`src/daylight_illuminant_spectrum_assert.svh`:
```
// Assertion macros shared by the daylight spectrum RTL.
`ifndef DAYLIGHT_ILLUMINANT_SPECTRUM_ASSERT_SVH
`define DAYLIGHT_ILLUMINANT_SPECTRUM_ASSERT_SVH

// same-cycle implication, disabled in reset
`define DIS_ASSERT_IMP(lbl, clk, rst_n, ante, cons, msg) \
  lbl: assert property (@(posedge clk) disable iff (!rst_n) (ante) |-> (cons)) \
    else $error(msg);

// next-cycle implication, disabled in reset
`define DIS_ASSERT_NXT(lbl, clk, rst_n, ante, cons, msg) \
  lbl: assert property (@(posedge clk) disable iff (!rst_n) (ante) |=> (cons)) \
    else $error(msg);

`endif

```
`src/dis_pkg.sv`:
```
// Shared types, constants and basis tables of the daylight spectrum block.
`default_nettype none

package dis_pkg;

  localparam int WlWidth           = 10;
  localparam int PowWidth          = 23;
  localparam int TempWidth         = 15;
  localparam int TabLen            = 107;
  localparam int IdxWidth          = 7;
  localparam int FracWidth         = 3;
  localparam int WeightWidth       = 24;
  localparam int SampleWidth       = 18;
  localparam int QueueDepthDefault = 4;

  localparam logic [TempWidth-1:0] TempReset = 15'd6504;

  typedef logic signed [14:0] tab_entry_t;

  // basis tables in hundredths, 300..830 nm at 5 nm
  localparam tab_entry_t S0Tab [TabLen] = '{
    4,302,600,1780,2960,4245,5530,5630,5730,5955,6180,6165,6150,
    6515,6880,6610,6340,6460,6580,8030,9480,9980,10480,10535,10590,10135,
    9680,10535,11390,11975,12560,12555,12550,12340,12130,12130,12130,11740,11350,
    11330,11310,11195,11080,10865,10650,10765,10880,10705,10530,10485,10440,10220,
    10000,9800,9600,9555,9510,9210,8910,8980,9050,9040,9030,8935,8840,
    8620,8400,8455,8510,8350,8190,8225,8260,8375,8490,8310,8130,7660,
    7190,7310,7430,7535,7640,6985,6330,6750,7170,7435,7700,7110,6520,
    5645,4770,5815,6860,6680,6500,6550,6600,6350,6100,5715,5330,5610,
    5890,6040,6190
  };
  localparam tab_entry_t S1Tab [TabLen] = '{
    2,226,450,1345,2240,3220,4200,4130,4060,4110,4160,3980,3800,
    4020,4240,4045,3850,3675,3500,3920,4340,4485,4630,4510,4390,4050,
    3710,3690,3670,3630,3590,3425,3260,3025,2790,2610,2430,2220,2010,
    1815,1620,1470,1320,1090,860,735,610,515,420,305,190,95,
    0,-80,-160,-255,-350,-350,-350,-465,-580,-650,-720,-790,-860,
    -905,-950,-1020,-1090,-1080,-1070,-1135,-1200,-1300,-1400,-1380,-1360,-1280,
    -1200,-1265,-1330,-1310,-1290,-1175,-1060,-1110,-1160,-1190,-1220,-1120,-1020,
    -900,-780,-950,-1120,-1080,-1040,-1050,-1060,-1015,-970,-900,-830,-880,
    -930,-955,-980
  };
  localparam tab_entry_t S2Tab [TabLen] = '{
    0,100,200,300,400,625,850,815,780,725,670,600,530,
    570,610,455,300,210,120,5,-110,-80,-50,-60,-70,-95,
    -120,-190,-260,-275,-290,-285,-280,-270,-260,-260,-260,-220,-180,
    -165,-150,-140,-130,-125,-120,-110,-100,-75,-50,-40,-30,-15,
    0,10,20,35,50,130,210,265,320,365,410,440,470,
    490,510,590,670,700,730,795,860,920,980,1000,1020,925,
    830,895,960,905,850,775,700,730,760,780,800,735,670,
    595,520,630,740,710,680,690,700,670,640,595,550,580,
    610,630,650
  };

  typedef struct packed {
    logic [WlWidth-1:0]   wl;
    logic [IdxWidth-1:0]  idx;
    logic [FracWidth-1:0] frac;
  } item_t;

  typedef struct packed {
    logic signed [WeightWidth-1:0] w1;
    logic signed [WeightWidth-1:0] w2;
  } weights_t;

endpackage

`default_nettype wire

```
`src/dis_queue.sv`:
```
// Small FIFO between the front end and the evaluation pipeline.
`default_nettype none

module dis_queue #(
  parameter int Depth = dis_pkg::QueueDepthDefault
) (
  input  logic            clk_i,
  input  logic            rst_ni,
  input  logic            push_i,
  input  dis_pkg::item_t  item_i,
  output logic            full_o,
  input  logic            pop_i,
  output logic            valid_o,
  output dis_pkg::item_t  item_o
);
  import dis_pkg::*;

  localparam int PtrW = (Depth > 1) ? $clog2(Depth) : 1;
  localparam int CntW = $clog2(Depth + 1);
  localparam logic [PtrW-1:0] PtrLast = PtrW'(Depth - 1);
  localparam logic [CntW-1:0] CntFull = CntW'(Depth);

  item_t           mem_q [Depth];
  logic [PtrW-1:0] wr_q, rd_q;
  logic [CntW-1:0] cnt_q;
  logic            do_push, do_pop;

  assign full_o  = (cnt_q == CntFull);
  assign valid_o = (cnt_q != '0);
  assign item_o  = mem_q[rd_q];
  assign do_push = push_i && !full_o;
  assign do_pop  = pop_i && valid_o;

  always_ff @(posedge clk_i or negedge rst_ni) begin
    if (!rst_ni) begin
      wr_q  <= '0;
      rd_q  <= '0;
      cnt_q <= '0;
    end else begin
      if (do_push) begin
        wr_q <= (wr_q == PtrLast) ? '0 : wr_q + 1'b1;
      end
      if (do_pop) begin
        rd_q <= (rd_q == PtrLast) ? '0 : rd_q + 1'b1;
      end
      if (do_push && !do_pop) begin
        cnt_q <= cnt_q + 1'b1;
      end else if (do_pop && !do_push) begin
        cnt_q <= cnt_q - 1'b1;
      end
    end
  end

  always_ff @(posedge clk_i) begin
    if (do_push) begin
      mem_q[wr_q] <= item_i;
    end
  end

endmodule

`default_nettype wire

```
`config.mk`:
```
export PLATFORM = sky130hd
export DESIGN_NAME = dis_queue
export DESIGN_NICKNAME = d
export VERILOG_FILES = /design/src/daylight_illuminant_spectrum_assert.svh /design/src/dis_pkg.sv /design/src/dis_queue.sv
export SDC_FILE = /design/constraint.sdc
export NUM_CORES = 1
export LEC_CHECK = 0
export BUFFER_PORTS_ARGS = -buffer_cell sky130_fd_sc_hd__buf_2
export CORE_MARGIN = 8
export CORE_UTILIZATION = 50
export DETAILED_ROUTE_END_ITERATION = 12
export GPL_TIMING_DRIVEN = 0
export HOLD_SLACK_MARGIN = 0.1
export PLACE_DENSITY_LB_ADDON = 0.12
export SLEW_MARGIN = 25
export SYNTH_ARGS = -nofsm -noshare
export SYNTH_HDL_FRONTEND = slang
export SYNTH_SLANG_ARGS = --single-unit
```
`constraint.sdc`:
```
create_clock -name clk_i -period 2.1 [get_ports clk_i]
set_clock_uncertainty 0.05 [all_clocks]
set_input_delay 0 -clock clk_i [delete_from_list [all_inputs] [get_ports clk_i]]
set_output_delay 0 -clock clk_i [all_outputs]
set_load 0.005 [all_outputs]
```
==> flow_summary.yaml <==
detailed_routing:
  wl_met2_mm: 2.93
  ant_nets: 0
  via_per_inst: 5.25
  wl_met3_um: 269
  routed.top_layer: "met4"
  wl_met1_mm: 2.41
  wire_per_inst_um: 18.4
  first_iter_violations: 43
  firstDrtPassIters: 4
  num_vias: 1629
  drc: 0
  routed_wirelength_mm: 5.71
yosys:
  ys_ff_latch: 87
  synth.distinct_cells: 21
  ys_async_sr_fraction_pct: 8.05
  netlist.area_leader.share_pct: 70.4
  syn_nets: 172
  synth_common_cells: "edfxtp_1, mux4_1, dfrtp_1, ha_1, nor2_1"
  ys_top_cells_by_area: "edfxtp_1, mux4_1, dfrtp_1, ha_1, mux4_2"
  synth_ff_type: "edfxtp_1"
  yosysSeqAreaShare_pct: 75.6
  yosys.area.top_type: "edfxtp_1"
  yosys_warnings: 0
  syn-mean-instance-area_um2: 24.2
  synth-edff-count: 80
  syn_inst: 141
  syn_area_mm2: 0.00341
  yosysMostFrequentCell: "edfxtp_1"
clocking:
  cts_made_buffers: 9
  cts_buffer_depth: 2
  htree_levels: 3
  path_clk_slew_ps: 90
  cts_tree: "built"
  root_buffer: "clkbuf_8"
  clkSinkCount: 87
  clk_latency_ps: 330
global_route:
  grt_pass1_vias: 1875
  grt_remaining_overflow: 0
  antenna_found_initial: 0
  grt_pass1_wl_mm: 9.18
  track_usage_pct: 12.6
  grt_max_degree: 21
critical_path:
  cp_max_fo: 3
  required_ps: 2270
  worst_path_max_delay_cell: "dfrtp_2"
  r2r_end: "cnt_q[1]$_DFFE_PN0P_"
  critPathTopFamily: "adder cells"
  critPathKind: "register to register"
  worstRegToRegCells: 7
  critical_path.endpoint_type: "register"
  arrival_ps: 2220
  crit_chain: "buf_4 > nor3b_4 > nor2b_4 > ha_4 > inv_2 > fa_1 > mux2_2"
  reg2reg_slack_ps: 50
  critPathBufInv: 2
  slowest_delay_ps: 420
  r2r_start: "cnt_q[1]$_DFFE_PN0P_"
  crit_path_start_kind: "register"
power_and_ir_drop:
  p_sw_mw: 1.50
  p_total_mw: 5.26
  clock_power_share_pct: 21.2
  sw_frac_of_total_pct: 28.4
  p_seq_share_pct: 46.4
  combPwrFrac_pct: 32.3
  ir_drop_mv: 0.737
  cellPowerDensity_mw_per_mm2: 1240
  p_leak_nw: 1.58
  p_int_mw: 3.77
worst_hold_path:
  hold_depth: 3
  holdCritPathClass: "input port to register"
  whs_endpoint: "mem_q[3][10]$_DFFE_PP_"
  holdCritStartpoint: "push_i"
floorplanning:
  die_y_um: 98.6
  io_pins: 46
  rows: 30
  core_area_mm2: 0.00668
  die_area_mm2: 0.00972
  die_w_um: 98.6
  start_util_pct: 51.0
timing:
  hold_ws_ps: 139
  timing.final.crit_period_ps: 2050
  relSlewSlack_pct: 56.1
  hold_viol: 0
  finalCritPeriodShare_pct: 97.5
  slew_viol_final: 0
  fin_ws_ps: 52.0
  clock.fmax_mhz: 488
  final-setup-viol-count: 0
  rsz0062_at_grt: "false"
  tightestPinTransition_ps: 658
cells_and_area:
  nets: 256
  fillerInstances: 478
  final_core_util_pct: 63.4
  finalNonFillerCells: 310
  layout-drive-gt1-share_pct: 38.3
  syn2layout_area_growth_pct: 24.1
  diodes: 0
placed_design:
  routabilityCongestion: 0.641
  place_ws_ps: -96.1
  post-dp-hpwl_mm: 3.64
  post-place-cells: 266
  port-buffer-count: 45
status:
  outcome: "complete, no violations"
run:
  cap_viol_max_count: 0
==> what timing repair did <==
item / CTS / global route
pin swaps: 1 / 3
hold endpoints to repair: 90 / 0
cloned: 0 / 0
hold buffers: 23 / 0
resized for setup: 4 / 2
buffers inserted: 4 / 1
setup endpoints to repair: 2 / 2
==> worst register-to-register path: stages, from the launching register on <==
cell,delay [ps]
dfrtp_2,420
buf_4,150
nor3b_4,320
nor2b_4,90
ha_4,180
inv_2,50
fa_1,410
mux2_2,270
==> layout by cell type, fill, tap and decap left out <==
master         count
nor2_4             1
mux2_4             2
inv_2              1
edfxtp_1          80
dfrtp_2            2
clkinv_2           2
mux2_2             3
nand2_4            1
or3_4              1
clkinvlp_4         1
dfrtp_1            5
ha_1               5
clkinv_4           3
inv_1              2
mux4_1            18
buf_6              2
and2_2             3
buf_4              5
mux4_2             2
xor2_1             2
bufinv_16          1
xnor2_1            1
clkbuf_8           9
buf_2             46
ha_4               1
fa_1               1
dlygate4sd3_1     23
nand2_1            1
nor3b_4            1
nor2_1             3
clkbuf_1           1
nor2b_4            1
==> state kept, by name, indices dropped and copies added, names as in the netlist <==
signal,flops
cnt_q,3
rd_q,2
mem_q,80
wr_q,2
==> how the worst max path moves through the flow <==
stage	from	end	slack (ps)	depth (start not counted)
after floorplan	cnt_q[0]$_DFFE_PN0P_	cnt_q[2]$_DFFE_PN0P_	60	8
after global placement	wr_q[0]$_DFFE_PN0P_	mem_q[3][19]$_DFFE_PP_	-520	3
after detailed placement	cnt_q[0]$_DFFE_PN0P_	cnt_q[2]$_DFFE_PN0P_	-100	8
after CTS	cnt_q[0]$_DFFE_PN0P_	cnt_q[1]$_DFFE_PN0P_	7	7
after global routing	cnt_q[1]$_DFFE_PN0P_	cnt_q[1]$_DFFE_PN0P_	0.1	7
final	cnt_q[1]$_DFFE_PN0P_	cnt_q[1]$_DFFE_PN0P_	50	7
==> power groups by stage <==
stage,logic [mW],registers [mW],clock network (mW)
floorplan,1.02,2.46,0
global placement,1.54,2.48,0
detailed placement,1.59,2.51,0
CTS,1.73,2.45,1.14
global route,1.87,2.48,1.20
finish,1.70,2.45,1.12
==> cell families (layout without fill, tap and decap cells) <==
| kind of cell | after synthesis | after routing | synth area share, % |
|---|---|---|---|
| XOR/XNOR | 3 | 3 | 0.771 |
| adder cells (fa/ha/maj) | 7 | 7 | 2.79 |
| buffers and inverters | 7 | 96 | 1.25 |
| flip-flops | 87 | 87 | 75.6 |
| multiplexers | 25 | 25 | 17.1 |
| AND/OR/NAND/NOR | 12 | 12 | 2.57 |
==> stage by stage <==
step | setup TNS, ps | cell area, um^2
after floorplan | 0 | 3410
after global placement | -13050 | 3740
final | 0 | 4230
after CTS | 0 | 4220
after global routing | 0 | 4230
after detailed placement | -120 | 3750
==> final cells by class <==
class                   instances  area (um^2)  share of cell area, %
clock buffers                   9          124                   2.93
plain buffers                   4         31.3                  0.739
well taps                      80          100                   2.36
clock inverters                 7         73.8                   1.74
repair buffers                 73          493                   11.6
inverters                       3         11.3                  0.266
flip-flops and latches         87         2580                   61.0
multi-input cells              47          820                   19.4
==> per-layer routing <==
| metal | global-route usage (%) | vias up |
|---|---|---|
| li1 | - | 758 |
| met1 | 14.1 | 823 |
| met2 | 21.4 | 38 |
| met3 | 3.74 | 10 |
| met4 | 6.38 | 0 |
| met5 | 0 | - |
Note: power is estimated with default switching activity, not from simulation.
