$ cat config.mk
export PLATFORM = sky130hd
export DESIGN_NAME = dis_back
export DESIGN_NICKNAME = d
export VERILOG_FILES = /design/src/daylight_illuminant_spectrum_assert.svh /design/src/dis_pkg.sv /design/src/dis_back.sv
export SDC_FILE = /design/constraint.sdc
export NUM_CORES = 2
export LEC_CHECK = 0
export BUFFER_PORTS_ARGS = -buffer_cell sky130_fd_sc_hd__buf_2
export CELL_PAD_IN_SITES_DETAIL_PLACEMENT = 2
export CELL_PAD_IN_SITES_GLOBAL_PLACEMENT = 2
export CORE_ASPECT_RATIO = 1.1
export CORE_MARGIN = 4
export CORE_UTILIZATION = 43
export CTS_CLUSTER_SIZE = 40
export DETAILED_ROUTE_END_ITERATION = 10
export MAX_ROUTING_LAYER = met4
export PLACE_DENSITY_LB_ADDON = 0.1
export SKIP_LAST_GASP = 1
export SYNTH_ARGS = -nofsm -noshare
export SYNTH_HDL_FRONTEND = slang
export SYNTH_SLANG_ARGS = --single-unit
$ cat constraint.sdc
create_clock -name clk_i -period 18.9 [get_ports clk_i]
set_input_delay 0.945 -clock clk_i [delete_from_list [all_inputs] [get_ports clk_i]]
set_output_delay 0.945 -clock clk_i [all_outputs]
set_load 0.02 [all_outputs]
$ cat src/daylight_illuminant_spectrum_assert.svh
// Assertion macros shared by the daylight spectrum RTL.
`ifndef DAYLIGHT_ILLUMINANT_SPECTRUM_ASSERT_SVH
`define DAYLIGHT_ILLUMINANT_SPECTRUM_ASSERT_SVH

// same-cycle implication, disabled in reset
`define DIS_ASSERT_IMP(lbl, clk, rst_n, ante, cons, msg) \
  lbl: assert property (@(posedge clk) disable iff (!rst_n) (ante) |-> (cons)) \
    else $error(msg);

// next-cycle implication, disabled in reset
`define DIS_ASSERT_NXT(lbl, clk, rst_n, ante, cons, msg) \
  lbl: assert property (@(posedge clk) disable iff (!rst_n) (ante) |=> (cons)) \
    else $error(msg);

`endif

$ cat src/dis_pkg.sv
// Shared types, constants and basis tables of the daylight spectrum block.
`default_nettype none

package dis_pkg;

  localparam int WlWidth           = 10;
  localparam int PowWidth          = 23;
  localparam int TempWidth         = 15;
  localparam int TabLen            = 107;
  localparam int IdxWidth          = 7;
  localparam int FracWidth         = 3;
  localparam int WeightWidth       = 24;
  localparam int SampleWidth       = 18;
  localparam int QueueDepthDefault = 4;

  localparam logic [TempWidth-1:0] TempReset = 15'd6504;

  typedef logic signed [14:0] tab_entry_t;

  // basis tables in hundredths, 300..830 nm at 5 nm
  localparam tab_entry_t S0Tab [TabLen] = '{
    4,302,600,1780,2960,4245,5530,5630,5730,5955,6180,6165,6150,
    6515,6880,6610,6340,6460,6580,8030,9480,9980,10480,10535,10590,10135,
    9680,10535,11390,11975,12560,12555,12550,12340,12130,12130,12130,11740,11350,
    11330,11310,11195,11080,10865,10650,10765,10880,10705,10530,10485,10440,10220,
    10000,9800,9600,9555,9510,9210,8910,8980,9050,9040,9030,8935,8840,
    8620,8400,8455,8510,8350,8190,8225,8260,8375,8490,8310,8130,7660,
    7190,7310,7430,7535,7640,6985,6330,6750,7170,7435,7700,7110,6520,
    5645,4770,5815,6860,6680,6500,6550,6600,6350,6100,5715,5330,5610,
    5890,6040,6190
  };
  localparam tab_entry_t S1Tab [TabLen] = '{
    2,226,450,1345,2240,3220,4200,4130,4060,4110,4160,3980,3800,
    4020,4240,4045,3850,3675,3500,3920,4340,4485,4630,4510,4390,4050,
    3710,3690,3670,3630,3590,3425,3260,3025,2790,2610,2430,2220,2010,
    1815,1620,1470,1320,1090,860,735,610,515,420,305,190,95,
    0,-80,-160,-255,-350,-350,-350,-465,-580,-650,-720,-790,-860,
    -905,-950,-1020,-1090,-1080,-1070,-1135,-1200,-1300,-1400,-1380,-1360,-1280,
    -1200,-1265,-1330,-1310,-1290,-1175,-1060,-1110,-1160,-1190,-1220,-1120,-1020,
    -900,-780,-950,-1120,-1080,-1040,-1050,-1060,-1015,-970,-900,-830,-880,
    -930,-955,-980
  };
  localparam tab_entry_t S2Tab [TabLen] = '{
    0,100,200,300,400,625,850,815,780,725,670,600,530,
    570,610,455,300,210,120,5,-110,-80,-50,-60,-70,-95,
    -120,-190,-260,-275,-290,-285,-280,-270,-260,-260,-260,-220,-180,
    -165,-150,-140,-130,-125,-120,-110,-100,-75,-50,-40,-30,-15,
    0,10,20,35,50,130,210,265,320,365,410,440,470,
    490,510,590,670,700,730,795,860,920,980,1000,1020,925,
    830,895,960,905,850,775,700,730,760,780,800,735,670,
    595,520,630,740,710,680,690,700,670,640,595,550,580,
    610,630,650
  };

  typedef struct packed {
    logic [WlWidth-1:0]   wl;
    logic [IdxWidth-1:0]  idx;
    logic [FracWidth-1:0] frac;
  } item_t;

  typedef struct packed {
    logic signed [WeightWidth-1:0] w1;
    logic signed [WeightWidth-1:0] w2;
  } weights_t;

endpackage

`default_nettype wire

$ cat src/dis_back.sv
// Evaluation pipeline: table interpolation, weighted sum, rounding and saturation.
`default_nettype none

module dis_back (
  input  logic                                clk_i,
  input  logic                                rst_ni,
  input  logic                                q_valid_i,
  input  dis_pkg::item_t                      item_i,
  output logic                                pop_o,
  input  dis_pkg::weights_t                   weights_i,
  output logic                                out_valid_o,
  input  logic                                out_stall_i,
  output logic [dis_pkg::WlWidth-1:0]         wavelength_echo_o,
  output logic signed [dis_pkg::PowWidth-1:0] spectral_power_o
);
  import dis_pkg::*;

  localparam logic [IdxWidth-1:0] IdxLast = IdxWidth'(TabLen - 1);
  // output range in units of 256*1/32000 before the divide by 125
  localparam logic signed [35:0] ULo    = -36'sd524288000;
  localparam logic signed [35:0] UHi    = 36'sd524287875;
  localparam logic [29:0]         UTop   = 30'd1048575875;
  localparam logic [30:0]         Recip  = 31'd1099511628;  // ceil(2^37 / 125)
  localparam logic [23:0]         QBias  = 24'd4194304;

  logic v1_q, v2_q, v3_q, v4_q, v5_q, v6_q;
  logic en1, en2, en3, en4, en5, en6;
  logic [WlWidth-1:0] wl1_q, wl2_q, wl3_q, wl4_q, wl5_q, wl6_q;

  logic [IdxWidth-1:0]          idx_hi;
  logic signed [3:0]            fw, ff;
  logic signed [SampleWidth-1:0] a0_d, a1_d, a2_d, a0_q, a1_q, a2_q;
  logic signed [37:0]           p0_q;
  logic signed [41:0]           p1_q, p2_q;
  logic signed [43:0]           sum_q;
  logic signed [35:0]           u;
  logic [29:0]                  u_d, u_q;
  logic [60:0]                  prod_q;
  logic [23:0]                  q;
  logic signed [PowWidth-1:0]   pow_q;

  assign en6   = !v6_q || !out_stall_i;
  assign en5   = !v5_q || en6;
  assign en4   = !v4_q || en5;
  assign en3   = !v3_q || en4;
  assign en2   = !v2_q || en3;
  assign en1   = !v1_q || en2;
  assign pop_o = q_valid_i && en1;

  // linear interpolation, exact in units of 1/500
  always_comb begin
    idx_hi = (item_i.idx == IdxLast) ? item_i.idx : item_i.idx + 1'b1;
    ff     = $signed({1'b0, item_i.frac});
    fw     = 4'sd5 - ff;
    a0_d   = S0Tab[item_i.idx] * fw + S0Tab[idx_hi] * ff;
    a1_d   = S1Tab[item_i.idx] * fw + S1Tab[idx_hi] * ff;
    a2_d   = S2Tab[item_i.idx] * fw + S2Tab[idx_hi] * ff;
  end

  // floor(sum/256), clamped to the range that survives saturation, then biased positive
  always_comb begin
    u = sum_q[43:8];
    if (u < ULo) begin
      u_d = '0;
    end else if (u > UHi) begin
      u_d = UTop;
    end else begin
      u_d = 30'(u - ULo);
    end
  end

  assign q = prod_q[60:37] - QBias;

  always_ff @(posedge clk_i or negedge rst_ni) begin
    if (!rst_ni) begin
      v1_q <= 1'b0;
      v2_q <= 1'b0;
      v3_q <= 1'b0;
      v4_q <= 1'b0;
      v5_q <= 1'b0;
      v6_q <= 1'b0;
    end else begin
      if (en1) v1_q <= q_valid_i;
      if (en2) v2_q <= v1_q;
      if (en3) v3_q <= v2_q;
      if (en4) v4_q <= v3_q;
      if (en5) v5_q <= v4_q;
      if (en6) v6_q <= v5_q;
    end
  end

  always_ff @(posedge clk_i) begin
    if (en1) begin
      wl1_q <= item_i.wl;
      a0_q  <= a0_d;
      a1_q  <= a1_d;
      a2_q  <= a2_d;
    end
    if (en2) begin
      wl2_q <= wl1_q;
      p0_q  <= $signed({a0_q, 20'd0});
      p1_q  <= weights_i.w1 * a1_q;
      p2_q  <= weights_i.w2 * a2_q;
    end
    if (en3) begin
      wl3_q <= wl2_q;
      sum_q <= p0_q + p1_q + p2_q + 44'sd16000;
    end
    if (en4) begin
      wl4_q <= wl3_q;
      u_q   <= u_d;
    end
    if (en5) begin
      wl5_q  <= wl4_q;
      prod_q <= {31'd0, u_q} * {30'd0, Recip};
    end
    if (en6) begin
      wl6_q <= wl5_q;
      pow_q <= q[PowWidth-1:0];
    end
  end

  assign out_valid_o       = v6_q;
  assign wavelength_echo_o = wl6_q;
  assign spectral_power_o  = pow_q;

endmodule

`default_nettype wire

==> run_results.csv <==
group,metric,value,unit
detailed_routing,via_count,60200,
critical_path,r2r_setup_slack,9810,ps
synth,synth_edf_count,328,
min_path,worstHoldPathType,"in -> async",
die,dieHeight,446,um
placed_design,dp_hpwl,243000,um
cells_and_area,final-seq-area,10000,um2
timing,final_max_slew_viol_count,0,
critical_path,cp.required,19210,ps
timing,setup_viol,0,
synth,synthTopCellsByCount,"inv_1 (1865), fa_1 (1350), nand2_1 (881), ha_1 (839), nor2_1 (523)",
cells_and_area,nets,10500,
detailed_routing,first_pass_iters,5,
global_route,grt_pass1_wl,457000,um
critical_path,arrival,11320,ps
global_route,grt_start_max_net_pins,82,
synth,yosysMostFrequentCell,"inv_1",
timing,fin_tns_setup,0,ps
global_route,grt_pass1_vias,71300,
placed_design,place_area,78200,um2
synth,syn_nets,10600,
cells_and_area,finish.instance_area,79500,um2
critical_path,max_stage_delay,950,ps
synth,avgSynthCellArea,9.06,um2
synth,synth_warnings,0,
timing,max_freq,90.9,MHz
synth,yosysTopAreaCell,"fa_1",
critical_path,critPathLaunchType,"input pin",
clock_tree,cts_hold_buffers,0,
synth,netlist_area,75100,um2
clock_tree,clk_path_buf_depth,3,
global_route,track_usage,0.346,
detailed_routing,wire_per_inst,28.9,um
clock_tree,cts_resized,0,
detailed_routing,drc,0,
clock_tree,cts_buffers,39,
timing,worst_pin_slew,1300,ps
clock_tree,cts_setup_buffers,0,
clock_tree,h-tree-depth,2,
detailed_routing,final_antenna_net_count,0,
global_route,antenna_found_initial,6,
clock_tree,clkLatencyLatePin,570,ps
synth,synth_ff_type,"edfxtp_1",
die,core_area,173000,um2
synth,synth_cells,8295,
cells_and_area,nFillCells,18700,
die,start_util,0.433,
clock_tree,cts_tree,"done",
clock_tree,clock-root-buffer,"clkbuf_16",
status,outcome,"completed",
critical_path,crit_path_end_kind,"flop",
synth,synth.distinct_cells,91,
timing,period_needed,11000,ps
detailed_routing,drt_wl_total,304000,um
die,rows,160,
synth,synth_top_area_share,0.360,
cells_and_area,drive_above_1_share,0.0443,
global_route,overflow,0,
synth,ys_seq_area_frac,0.133,
placed_design,portBuffers,106,
critical_path,reg2reg_from,"a2_q[6]",
synth,async_reset_ff_frac,0.0180,
cells_and_area,area_growth,5.73,%
critical_path,cp_max_fo,44,
timing,rsz0062_at_grt,"no",
placed_design,dp_slack,7580,ps
cells_and_area,utilization,0.458,
timing,final_hold_viol_count,0,
die,die-area,182000,um2
cells_and_area,multiInputGateArea,56800,um2
critical_path,slowest_stage,"o21ai_0",
critical_path,r2r_end,"p2_q[40]",
timing,period_share,0.582,
die,die_width,407,um
job,cap_violations,0,
critical_path,crit_path_frequent_cell,"fa_1",
die,pin_count,107,
synth,synth_top_cells_by_area,"fa_1 (36%), ha_1 (14%), edfxtp_1 (13%)",
critical_path,r2r_cells,24,
placed_design,gp_congestion,0.996,
detailed_routing,viasPerCell,5.74,
timing,slew_headroom,0.131,
timing,setup_ws,7900,ps
detailed_routing,drt_first_iter_violations,3973,
clock_tree,clock_sinks,334,
clock_tree,clk_pin_slew,60,ps
timing,fin_skew,22.7,ps
critical_path,path_class,"in -> reg",
synth,ys_ff_latch,334,
## critical path: cells and delay by family
kind                     cells  cell delay (ps)
XOR/XNOR                     1               80
AO/OA/AOI/OAI               11             3520
buffers and inverters        6             1810
AND/OR/NAND/NOR              6             2180
adder cells (fa/ha/maj)      6             2730
## flip-flops by register name, summed over array words and instances, names as in the netlist, 23 cells and up
signal	cells
p1_q	42
sum_q	36
p2_q	42
u_q	30
prod_q	23
spectral_power_o	23
## stage by stage
stage          hold WS [ps]  instances
6_report                229      10500
5_1_grt                 213      10500
4_1_cts                 192      10500
3_5_place_dp            406      10400
3_3_place_gp            401      10400
2_1_floorplan           400       8295
## logic make-up (layout without fill, tap and decap cells)
kind of cell | count (synthesis) | count (layout) | synth area share
buf+inv | 2249 | 2177 | 0.113
fa+ha+maj | 2189 | 2189 | 0.499
simple gates | 2117 | 2117 | 0.127
compound gates | 1185 | 1185 | 0.0996
flops | 334 | 334 | 0.133
xor+xnor | 200 | 200 | 0.0233
mux | 21 | 21 | 0.00468
other cells | 0 | 4 | 0
## routing by layer
metal  routed length, um  track usage  up-vias
met2              160000        0.625     1491
met4               14400        0.132        0
li1                    -            -    25800
met5                   0            -        -
met3               10300       0.0258      591
met1              119000        0.400    32300
## cell usage in the layout (no fill, tap or decap), drive strengths merged, types with 46 or more instances in the layout
master	synthesis	layout
a211oi	56	56
a31oi	54	54
xnor2	154	154
buf	75	234
o21ai	266	266
and2	343	343
edfxtp	328	328
a21o	68	68
nor3	94	94
nand2b	64	64
inv	1867	1869
ha	839	839
xor2	46	46
nor2	525	525
clkbuf	303	54
nand2	881	881
fa	1350	1350
nand3	85	85
a21oi	390	390
## cell type report
| class | instances | share of cell area |
|---|---|---|
| Clock inverter | 18 | 0.00238 |
| Multi-Input combinational cell | 5712 | 0.715 |
| Tap cell | 2268 | 0.0357 |
| Timing Repair Buffer | 234 | 0.0189 |
| Inverter | 1871 | 0.0884 |
| Sequential cell | 334 | 0.126 |
| Antenna cell | 4 | 0.000126 |
| Clock buffer | 54 | 0.0135 |
## how the worst max path moves through the flow
stage / slack, ps / to / cells after the start / from
after floorplan: 9840 / a1_q[17] / 36 / item_i[3]
after global placement: 7940 / a2_q[16] / 35 / item_i[3]
after detailed placement: 7580 / a0_q[17] / 30 / item_i[3]
after CTS: 8190 / a0_q[17] / 30 / item_i[3]
after global routing: 7430 / a0_q[17] / 30 / item_i[3]
final: 7900 / a0_q[17] / 30 / item_i[3]
Power is left out: the tool's default activity adds up to more than one toggle a clock period on the data nets, which glitch-free logic cannot reach.
