`config.mk`:
```
export PLATFORM = sky130hd
export DESIGN_NAME = dis_weights
export DESIGN_NICKNAME = d
export VERILOG_FILES = /design/src/daylight_illuminant_spectrum_assert.svh /design/src/dis_pkg.sv /design/src/dis_weights.sv
export SDC_FILE = /design/constraint.sdc
export NUM_CORES = 2
export LEC_CHECK = 0
export BUFFER_PORTS_ARGS = -buffer_cell sky130_fd_sc_hd__buf_2
export CAP_MARGIN = 20
export CORE_MARGIN = 1.5
export CORE_UTILIZATION = 66
export CTS_CLUSTER_DIAMETER = 200
export DETAILED_ROUTE_END_ITERATION = 10
export PLACE_DENSITY = 0.83
export SLEW_MARGIN = 40
export SYNTH_ARGS = -nofsm -noshare
export SYNTH_HDL_FRONTEND = slang
export SYNTH_SLANG_ARGS = --single-unit
```
`constraint.sdc`:
```
create_clock -name clk_i -period 11.37 [get_ports clk_i]
set_input_delay 2.274 -clock clk_i [delete_from_list [all_inputs] [get_ports clk_i]]
set_output_delay 2.274 -clock clk_i [all_outputs]
set_load 0.01 [all_outputs]
```
`src/daylight_illuminant_spectrum_assert.svh`:
```
// Assertion macros shared by the daylight spectrum RTL.
`ifndef DAYLIGHT_ILLUMINANT_SPECTRUM_ASSERT_SVH
`define DAYLIGHT_ILLUMINANT_SPECTRUM_ASSERT_SVH

// same-cycle implication, disabled in reset
`define DIS_ASSERT_IMP(lbl, clk, rst_n, ante, cons, msg) \
  lbl: assert property (@(posedge clk) disable iff (!rst_n) (ante) |-> (cons)) \
    else $error(msg);

// next-cycle implication, disabled in reset
`define DIS_ASSERT_NXT(lbl, clk, rst_n, ante, cons, msg) \
  lbl: assert property (@(posedge clk) disable iff (!rst_n) (ante) |=> (cons)) \
    else $error(msg);

`endif

```
`src/dis_pkg.sv`:
```
// Shared types, constants and basis tables of the daylight spectrum block.
`default_nettype none

package dis_pkg;

  localparam int WlWidth           = 10;
  localparam int PowWidth          = 23;
  localparam int TempWidth         = 15;
  localparam int TabLen            = 107;
  localparam int IdxWidth          = 7;
  localparam int FracWidth         = 3;
  localparam int WeightWidth       = 24;
  localparam int SampleWidth       = 18;
  localparam int QueueDepthDefault = 4;

  localparam logic [TempWidth-1:0] TempReset = 15'd6504;

  typedef logic signed [14:0] tab_entry_t;

  // basis tables in hundredths, 300..830 nm at 5 nm
  localparam tab_entry_t S0Tab [TabLen] = '{
    4,302,600,1780,2960,4245,5530,5630,5730,5955,6180,6165,6150,
    6515,6880,6610,6340,6460,6580,8030,9480,9980,10480,10535,10590,10135,
    9680,10535,11390,11975,12560,12555,12550,12340,12130,12130,12130,11740,11350,
    11330,11310,11195,11080,10865,10650,10765,10880,10705,10530,10485,10440,10220,
    10000,9800,9600,9555,9510,9210,8910,8980,9050,9040,9030,8935,8840,
    8620,8400,8455,8510,8350,8190,8225,8260,8375,8490,8310,8130,7660,
    7190,7310,7430,7535,7640,6985,6330,6750,7170,7435,7700,7110,6520,
    5645,4770,5815,6860,6680,6500,6550,6600,6350,6100,5715,5330,5610,
    5890,6040,6190
  };
  localparam tab_entry_t S1Tab [TabLen] = '{
    2,226,450,1345,2240,3220,4200,4130,4060,4110,4160,3980,3800,
    4020,4240,4045,3850,3675,3500,3920,4340,4485,4630,4510,4390,4050,
    3710,3690,3670,3630,3590,3425,3260,3025,2790,2610,2430,2220,2010,
    1815,1620,1470,1320,1090,860,735,610,515,420,305,190,95,
    0,-80,-160,-255,-350,-350,-350,-465,-580,-650,-720,-790,-860,
    -905,-950,-1020,-1090,-1080,-1070,-1135,-1200,-1300,-1400,-1380,-1360,-1280,
    -1200,-1265,-1330,-1310,-1290,-1175,-1060,-1110,-1160,-1190,-1220,-1120,-1020,
    -900,-780,-950,-1120,-1080,-1040,-1050,-1060,-1015,-970,-900,-830,-880,
    -930,-955,-980
  };
  localparam tab_entry_t S2Tab [TabLen] = '{
    0,100,200,300,400,625,850,815,780,725,670,600,530,
    570,610,455,300,210,120,5,-110,-80,-50,-60,-70,-95,
    -120,-190,-260,-275,-290,-285,-280,-270,-260,-260,-260,-220,-180,
    -165,-150,-140,-130,-125,-120,-110,-100,-75,-50,-40,-30,-15,
    0,10,20,35,50,130,210,265,320,365,410,440,470,
    490,510,590,670,700,730,795,860,920,980,1000,1020,925,
    830,895,960,905,850,775,700,730,760,780,800,735,670,
    595,520,630,740,710,680,690,700,670,640,595,550,580,
    610,630,650
  };

  typedef struct packed {
    logic [WlWidth-1:0]   wl;
    logic [IdxWidth-1:0]  idx;
    logic [FracWidth-1:0] frac;
  } item_t;

  typedef struct packed {
    logic signed [WeightWidth-1:0] w1;
    logic signed [WeightWidth-1:0] w2;
  } weights_t;

endpackage

`default_nettype wire

```
`src/dis_weights.sv`:
```
// Weight engine: derives m1/m2 (Q4.20) from the temperature with a shared serial mul/div unit.
`default_nettype none

module dis_weights (
  input  logic                              clk_i,
  input  logic                              rst_ni,
  input  logic                              cfg_we_i,
  input  logic [dis_pkg::TempWidth-1:0]     cfg_wdata_i,
  output logic                              busy_o,
  output dis_pkg::weights_t                 weights_o
);
  import dis_pkg::*;

  typedef enum logic [3:0] {
    StIdle  = 4'b0001,
    StIssue = 4'b0010,
    StIter  = 4'b0100,
    StDone  = 4'b1000
  } state_e;

  typedef enum logic [2:0] {DstNone, DstX, DstY, DstM, DstN1, DstN2} dst_e;

  localparam logic [4:0] StepT   = 5'd0;
  localparam logic [4:0] StepT3  = 5'd1;
  localparam logic [4:0] StepX1  = 5'd2;
  localparam logic [4:0] StepX2  = 5'd3;
  localparam logic [4:0] StepX3  = 5'd4;
  localparam logic [4:0] StepY1  = 5'd5;
  localparam logic [4:0] StepY2  = 5'd6;
  localparam logic [4:0] StepY3  = 5'd7;
  localparam logic [4:0] StepY4  = 5'd8;
  localparam logic [4:0] StepM1  = 5'd9;
  localparam logic [4:0] StepM2  = 5'd10;
  localparam logic [4:0] StepN1a = 5'd11;
  localparam logic [4:0] StepN1b = 5'd12;
  localparam logic [4:0] StepN2a = 5'd13;
  localparam logic [4:0] StepN2b = 5'd14;
  localparam logic [4:0] StepW1  = 5'd15;
  localparam logic [4:0] StepW2  = 5'd16;

  localparam logic [TempWidth-1:0] TempLo    = 15'd4000;
  localparam logic [TempWidth-1:0] TempHi    = 15'd25000;
  localparam logic [TempWidth-1:0] TempSplit = 15'd7000;
  localparam logic signed [63:0]   WMax      = 64'sd8388607;
  localparam logic signed [63:0]   WMin      = -64'sd8388608;

  state_e                state_q;
  logic [4:0]            step_q;
  logic [TempWidth-1:0]  temp_q;
  logic [14:0]           t_q;
  logic [29:0]           t2_q;
  logic [44:0]           t3_q;
  logic signed [39:0]    x_q, y_q, m_q, n1_q, n2_q;
  logic signed [63:0]    acc_q;
  logic [63:0]           ra_q, rb_q, rr_q;
  logic [5:0]            cnt_q;
  logic signed [WeightWidth-1:0] w1_q, w2_q;

  logic [14:0]           tc;
  logic                  lo;
  logic                  op_mul, init, sub;
  dst_e                  dst;
  logic signed [63:0]    opa, opb, init_k;
  logic [63:0]           abs_a, abs_b, mag, rem_sh;
  logic                  neg;
  logic signed [63:0]    res, term, acc_new;
  logic signed [WeightWidth-1:0] wsat;

  function automatic logic signed [63:0] sx(input logic signed [39:0] v);
    return {{24{v[39]}}, v};
  endfunction

  // floor(v / 64)
  function automatic logic signed [63:0] sh6(input logic signed [39:0] v);
    return {{30{v[39]}}, v[39:6]};
  endfunction

  always_comb begin
    if (temp_q < TempLo) begin
      tc = TempLo;
    end else if (temp_q > TempHi) begin
      tc = TempHi;
    end else begin
      tc = temp_q;
    end
  end

  assign lo = (t_q <= TempSplit);

  // step decode: operands, accumulate mode and destination
  always_comb begin
    op_mul = 1'b0;
    init   = 1'b0;
    sub    = 1'b0;
    dst    = DstNone;
    opa    = '0;
    opb    = '0;
    init_k = '0;
    case (step_q)
      StepX1: begin
        opa    = lo ? 64'sd106418552177 : 64'sd265729626604;
        opb    = {49'd0, t_q};
        init   = 1'b1;
        init_k = lo ? 64'sd262060651 : 64'sd254519762;
      end
      StepX2: begin
        opa = lo ? 64'sd3186650985267200 : 64'sd2042042200883200;
        opb = {34'd0, t2_q};
      end
      StepX3: begin
        opa = lo ? 64'sd4946728583168000000 : 64'sd2154355595673600000;
        opb = {19'd0, t3_q};
        sub = 1'b1;
        dst = DstX;
      end
      StepY1: begin
        op_mul = 1'b1;
        opa    = 64'sd3081639035;
        opb    = sh6(x_q);
        init   = 1'b1;
        init_k = -64'sd295279002;
      end
      StepY2, StepY3: begin
        op_mul = 1'b1;
        opa    = sx(x_q);
        opb    = sh6(x_q);
        sub    = 1'b1;
      end
      StepY4: begin
        op_mul = 1'b1;
        opa    = sx(x_q);
        opb    = sh6(x_q);
        sub    = 1'b1;
        dst    = DstY;
      end
      StepM1: begin
        op_mul = 1'b1;
        opa    = 64'sd275092655;
        opb    = sh6(x_q);
        init   = 1'b1;
        init_k = 64'sd25877178;
      end
      StepM2: begin
        op_mul = 1'b1;
        opa    = 64'sd788233873;
        opb    = sh6(y_q);
        sub    = 1'b1;
        dst    = DstM;
      end
      StepN1a: begin
        op_mul = 1'b1;
        opa    = 64'sd1900845151;
        opb    = sh6(x_q);
        init   = 1'b1;
        init_k = -64'sd1451162075;
        sub    = 1'b1;
      end
      StepN1b: begin
        op_mul = 1'b1;
        opa    = 64'sd6347317418;
        opb    = sh6(y_q);
        dst    = DstN1;
      end
      StepN2a: begin
        op_mul = 1'b1;
        opa    = 64'sd33761019927;
        opb    = sh6(x_q);
        init   = 1'b1;
        init_k = 64'sd32212255;
        sub    = 1'b1;
      end
      StepN2b: begin
        op_mul = 1'b1;
        opa    = 64'sd32289242009;
        opb    = sh6(y_q);
        dst    = DstN2;
      end
      StepW1: begin
        opa = sx(n1_q) <<< 20;
        opb = sx(m_q);
      end
      StepW2: begin
        opa = sx(n2_q) <<< 20;
        opb = sx(m_q);
      end
      default: begin
        op_mul = 1'b0;
      end
    endcase
  end

  assign abs_a  = opa[63] ? 64'(-opa) : 64'(opa);
  assign abs_b  = opb[63] ? 64'(-opb) : 64'(opb);
  assign neg    = opa[63] ^ opb[63];
  assign rem_sh = {rr_q[62:0], ra_q[63]};

  always_comb begin
    mag     = op_mul ? rr_q : ra_q;
    res     = neg ? -$signed(mag) : $signed(mag);
    term    = op_mul ? (res >>> 24) : res;
    acc_new = (init ? init_k : acc_q) + (sub ? -term : term);
    if (m_q == '0) begin
      wsat = '0;
    end else if (res > WMax) begin
      wsat = WMax[WeightWidth-1:0];
    end else if (res < WMin) begin
      wsat = WMin[WeightWidth-1:0];
    end else begin
      wsat = res[WeightWidth-1:0];
    end
  end

  always_ff @(posedge clk_i or negedge rst_ni) begin
    if (!rst_ni) begin
      state_q <= StIssue;
      step_q  <= StepT;
      temp_q  <= TempReset;
      cnt_q   <= '0;
    end else if (cfg_we_i) begin
      temp_q  <= cfg_wdata_i;
      state_q <= StIssue;
      step_q  <= StepT;
    end else begin
      case (state_q)
        StIdle: begin
          state_q <= StIdle;
        end
        StIssue: begin
          if (step_q == StepT || step_q == StepT3) begin
            step_q <= step_q + 5'd1;
          end else begin
            cnt_q   <= '0;
            state_q <= StIter;
          end
        end
        StIter: begin
          cnt_q <= cnt_q + 6'd1;
          if (cnt_q == 6'd63) begin
            state_q <= StDone;
          end
        end
        StDone: begin
          if (step_q == StepW2) begin
            state_q <= StIdle;
          end else begin
            step_q  <= step_q + 5'd1;
            state_q <= StIssue;
          end
        end
        default: begin
          state_q <= StIdle;
        end
      endcase
    end
  end

  // datapath registers
  always_ff @(posedge clk_i) begin
    case (state_q)
      StIssue: begin
        if (step_q == StepT) begin
          t_q  <= tc;
          t2_q <= {15'd0, tc} * {15'd0, tc};
        end else if (step_q == StepT3) begin
          t3_q <= {15'd0, t2_q} * {30'd0, t_q};
        end else begin
          ra_q <= abs_a;
          rb_q <= abs_b;
          rr_q <= '0;
        end
      end
      StIter: begin
        if (op_mul) begin
          if (rb_q[0]) begin
            rr_q <= rr_q + ra_q;
          end
          ra_q <= {ra_q[62:0], 1'b0};
          rb_q <= {1'b0, rb_q[63:1]};
        end else if (rem_sh >= rb_q) begin
          rr_q <= rem_sh - rb_q;
          ra_q <= {ra_q[62:0], 1'b1};
        end else begin
          rr_q <= rem_sh;
          ra_q <= {ra_q[62:0], 1'b0};
        end
      end
      StDone: begin
        if (step_q == StepW1) begin
          w1_q <= wsat;
        end else if (step_q == StepW2) begin
          w2_q <= wsat;
        end else begin
          acc_q <= acc_new;
          case (dst)
            DstX:    x_q  <= acc_new[39:0];
            DstY:    y_q  <= acc_new[39:0];
            DstM:    m_q  <= acc_new[39:0];
            DstN1:   n1_q <= acc_new[39:0];
            DstN2:   n2_q <= acc_new[39:0];
            default: begin
            end
          endcase
        end
      end
      default: begin
        acc_q <= acc_q;
      end
    endcase
  end

  assign busy_o       = (state_q != StIdle);
  assign weights_o.w1 = w1_q;
  assign weights_o.w2 = w2_q;

endmodule

`default_nettype wire

```
==> results.txt <==
Synth Register Bits = 592
CP top delay family = simple AND/OR/NAND/NOR gates
Clock Latency Late Sink = 0.65 ns
CTS tree = yes
Main synth FF type = edfxtp_1
Starting Density = 0.664
Worst Tran Pin Value = 0.966 ns
Mapped Cells = 6512
DR top layer = met5
Setup repair bufs after CTS = 0
Longest Clk Path Bufs = 3
Top cell type's share of synthesized area = 0.278
Via count = 51900
Clock slew at reported path FFs = 0.07 ns
M1 wire length = 75.4 mm
Worst min path class = register to register
Maximum fanout along the worst path = 20
HP Start = cnt_q[0]
IO Port Bufs = 66
Crit end category = register
Slew Viols, Final = 0
CP Launch Point = step_q[3]
First-pass GRT wire length = 309 mm
Antenna Nets Post-Route = 0
Vias per cell = 6.76
DRT Pass-1 Iters = 9
Post-DP HPWL = 156 mm
Post-synthesis async set-or-reset flop share = 0.0507
Post-synthesis sequential area ratio = 0.291
Reg area = 17600 µm²
Chip height = 306 µm
Reg2reg path depth = 30
Final Skew = 0.0243 ns
Max-cap violations = 0
Min Tclk post-route = 10.42 ns
GRT Total Usage = 0.436
CP Launch Type = register
NumNets Final = 7323
Hold Fails Final Rpt = 0
WP buf/inv = 1
Number of CTS-inserted buffers = 68
Pin count of the biggest net entering global routing = 137
Iteration-0 DRC Markers = 6713
Grt ovf = 0
Most frequent CP cell = o21ai_0
Fmax = 95.9 MHz
Die width = 306 µm
Mapped Area = 60700 µm²
Die area = 93700 µm²
Outcome = completed
Cts repair resizes = 0
WL final = 205 mm
Reg2reg start = step_q[3]
CP required = 11.74 ns
Initial antenna violation count = 5
Met3 WL = 21.6 mm
WL/cell = 26.7 µm
Hold Crit Depth = 1
Routability Congestion = 1.10
Hold path endpoint = cnt_q[0]
Post-synth top area cell = edfxtp_1
Tcrit/Tclk final = 0.917
R2r setup slk = 0.95 ns
Hold Buf Count CTS = 0
RSZ-0062 raised after global routing = false
# diodes = 0
Post-synth EDFFs = 562
# rows = 111
Multi-input gate area = 39900 µm²
Worst rel slew slack = 0.350
CTS root buf = clkbuf_16
Layout cells sized above 1 = 0.0634
WP data arrival = 10.79 ns
Reg2reg end = n2_q[38]
Largest cells by area after synthesis = edfxtp_1, fa_1, ha_1, nand2_1, a21oi_1
Core area = 91400 µm²
Util after Layout = 0.706
Htree depth = 3
Vias in the first global route = 50900
Crit path max-delay cell type = dfrtp_1
# DRC = 0
Routed met2 length = 93.6 mm
Final setup viols = 0
Most common cell in the synthesized netlist = nand2_1
Crit path kind = register to register
Filler instances = 6882
Yosys cell types = 99
TritonCTS sink count = 592
Top-Level Pins = 67
Post-synth top cells = nand2_1, inv_1, edfxtp_1
Ys Warns = 0
Syn avg cell area = 9.31 µm²
Slowest stage delay, CP = 0.74 ns
Setup_tns = 0 ns
Synth-to-Final Area Change = 6.43%
## metrics by stage
stage | worst slack (ns) | hold slack (ns) | cells | cell area [µm²]
after floorplan | 1.07 | 0.460 | 6516 | 60700
after global placement | 1.56 | 0.479 | 7536 | 62000
after detailed placement | 1.12 | 0.498 | 7540 | 62200
after CTS | 1.01 | 0.516 | 7661 | 64400
after global routing | 0.245 | 0.546 | 7669 | 64600
final | 0.948 | 0.512 | 7669 | 64600
## per-layer routing
layer	vias up	global-route usage
met5	-	0
met4	2	0.259
met3	748	0.0791
met2	3365	0.691
met1	25100	0.561
li1	22600	-
## logic make-up (layout without fill, tap and decap cells)
kind of cell,after synthesis,count (layout),share of synthesized area
xor gates and xnor gates,463,463,0.0669
muxes,133,133,0.0227
buffers and inverters,903,870,0.0585
adders and majority gates,873,873,0.241
DFF,592,592,0.291
AOI/OAI and AO/OA,1479,1479,0.154
and+or+nand+nor,2067,2067,0.166
other,2,6,0.000124
## cells in the final DEF (no fill, tap or decap), types with 32 or more instances in the layout
master       n
a31oi_1     60
mux2i_1     98
edfxtp_1   562
inv_1      582
buf_4       82
and2_1     220
nand2_1    766
xnor2_1    250
nand2b_1    51
nand3_1     99
a21o_1     139
nor2_1     375
nor3_1     108
o21ai_0    332
ha_1       379
or4_1       32
mux2_2      35
and3_1      75
nor2b_1     52
o21bai_1    36
nor4_1      61
xor2_1     202
o21a_1      50
nand4_1     53
or3_1       43
a21oi_1    466
o211ai_1    45
clkbuf_16   69
a211oi_1    51
buf_2       69
fa_1       494
## worst reg2reg max path, delay by kind of cell, from the launching register on
kind                     cells  cell delay (ns)
AND/OR/NAND/NOR             12             3.77
multiplexers                 3             0.99
adder cells (fa/ha/maj)      2             0.73
flip-flops                   1             0.74
XOR/XNOR                     2             0.54
buffers and inverters        1             0.30
AO/OA/AOI/OAI               10             3.07
## layout make-up
class                      instances  area share
sequential                       592       0.273
clock buffer                      79      0.0273
inverter                         583      0.0339
clock inverter                    42     0.00642
multi-input combinational       5021       0.618
timing repair buffer             166      0.0181
tap                             1186      0.0230
## sequential cells by signal, indices dropped and copies added, names as in the netlist
name	cells
n1_q	40
rr_q	64
t_q	15
temp_q	15
step_q	5
m_q	40
state_q	4
t2_q	28
y_q	34
rb_q	64
w1_q	24
ra_q	64
n2_q	40
acc_q	40
x_q	40
w2_q	24
cnt_q	6
t3_q	45
## how the worst max path moves through the flow
stage / endpoint / slack [ns] / depth (start not counted)
after floorplan: acc_q[39] / 1.07 / 43
after detailed placement: y_q[38] / 1.12 / 31
after CTS: n2_q[38] / 1.01 / 31
final: n2_q[38] / 0.95 / 30
after global placement: y_q[39] / 1.56 / 32
after global routing: y_q[39] / 0.24 / 32
Power is not shown: default switching activity piles up to over one toggle a cycle in this logic, so the estimate is an artifact.
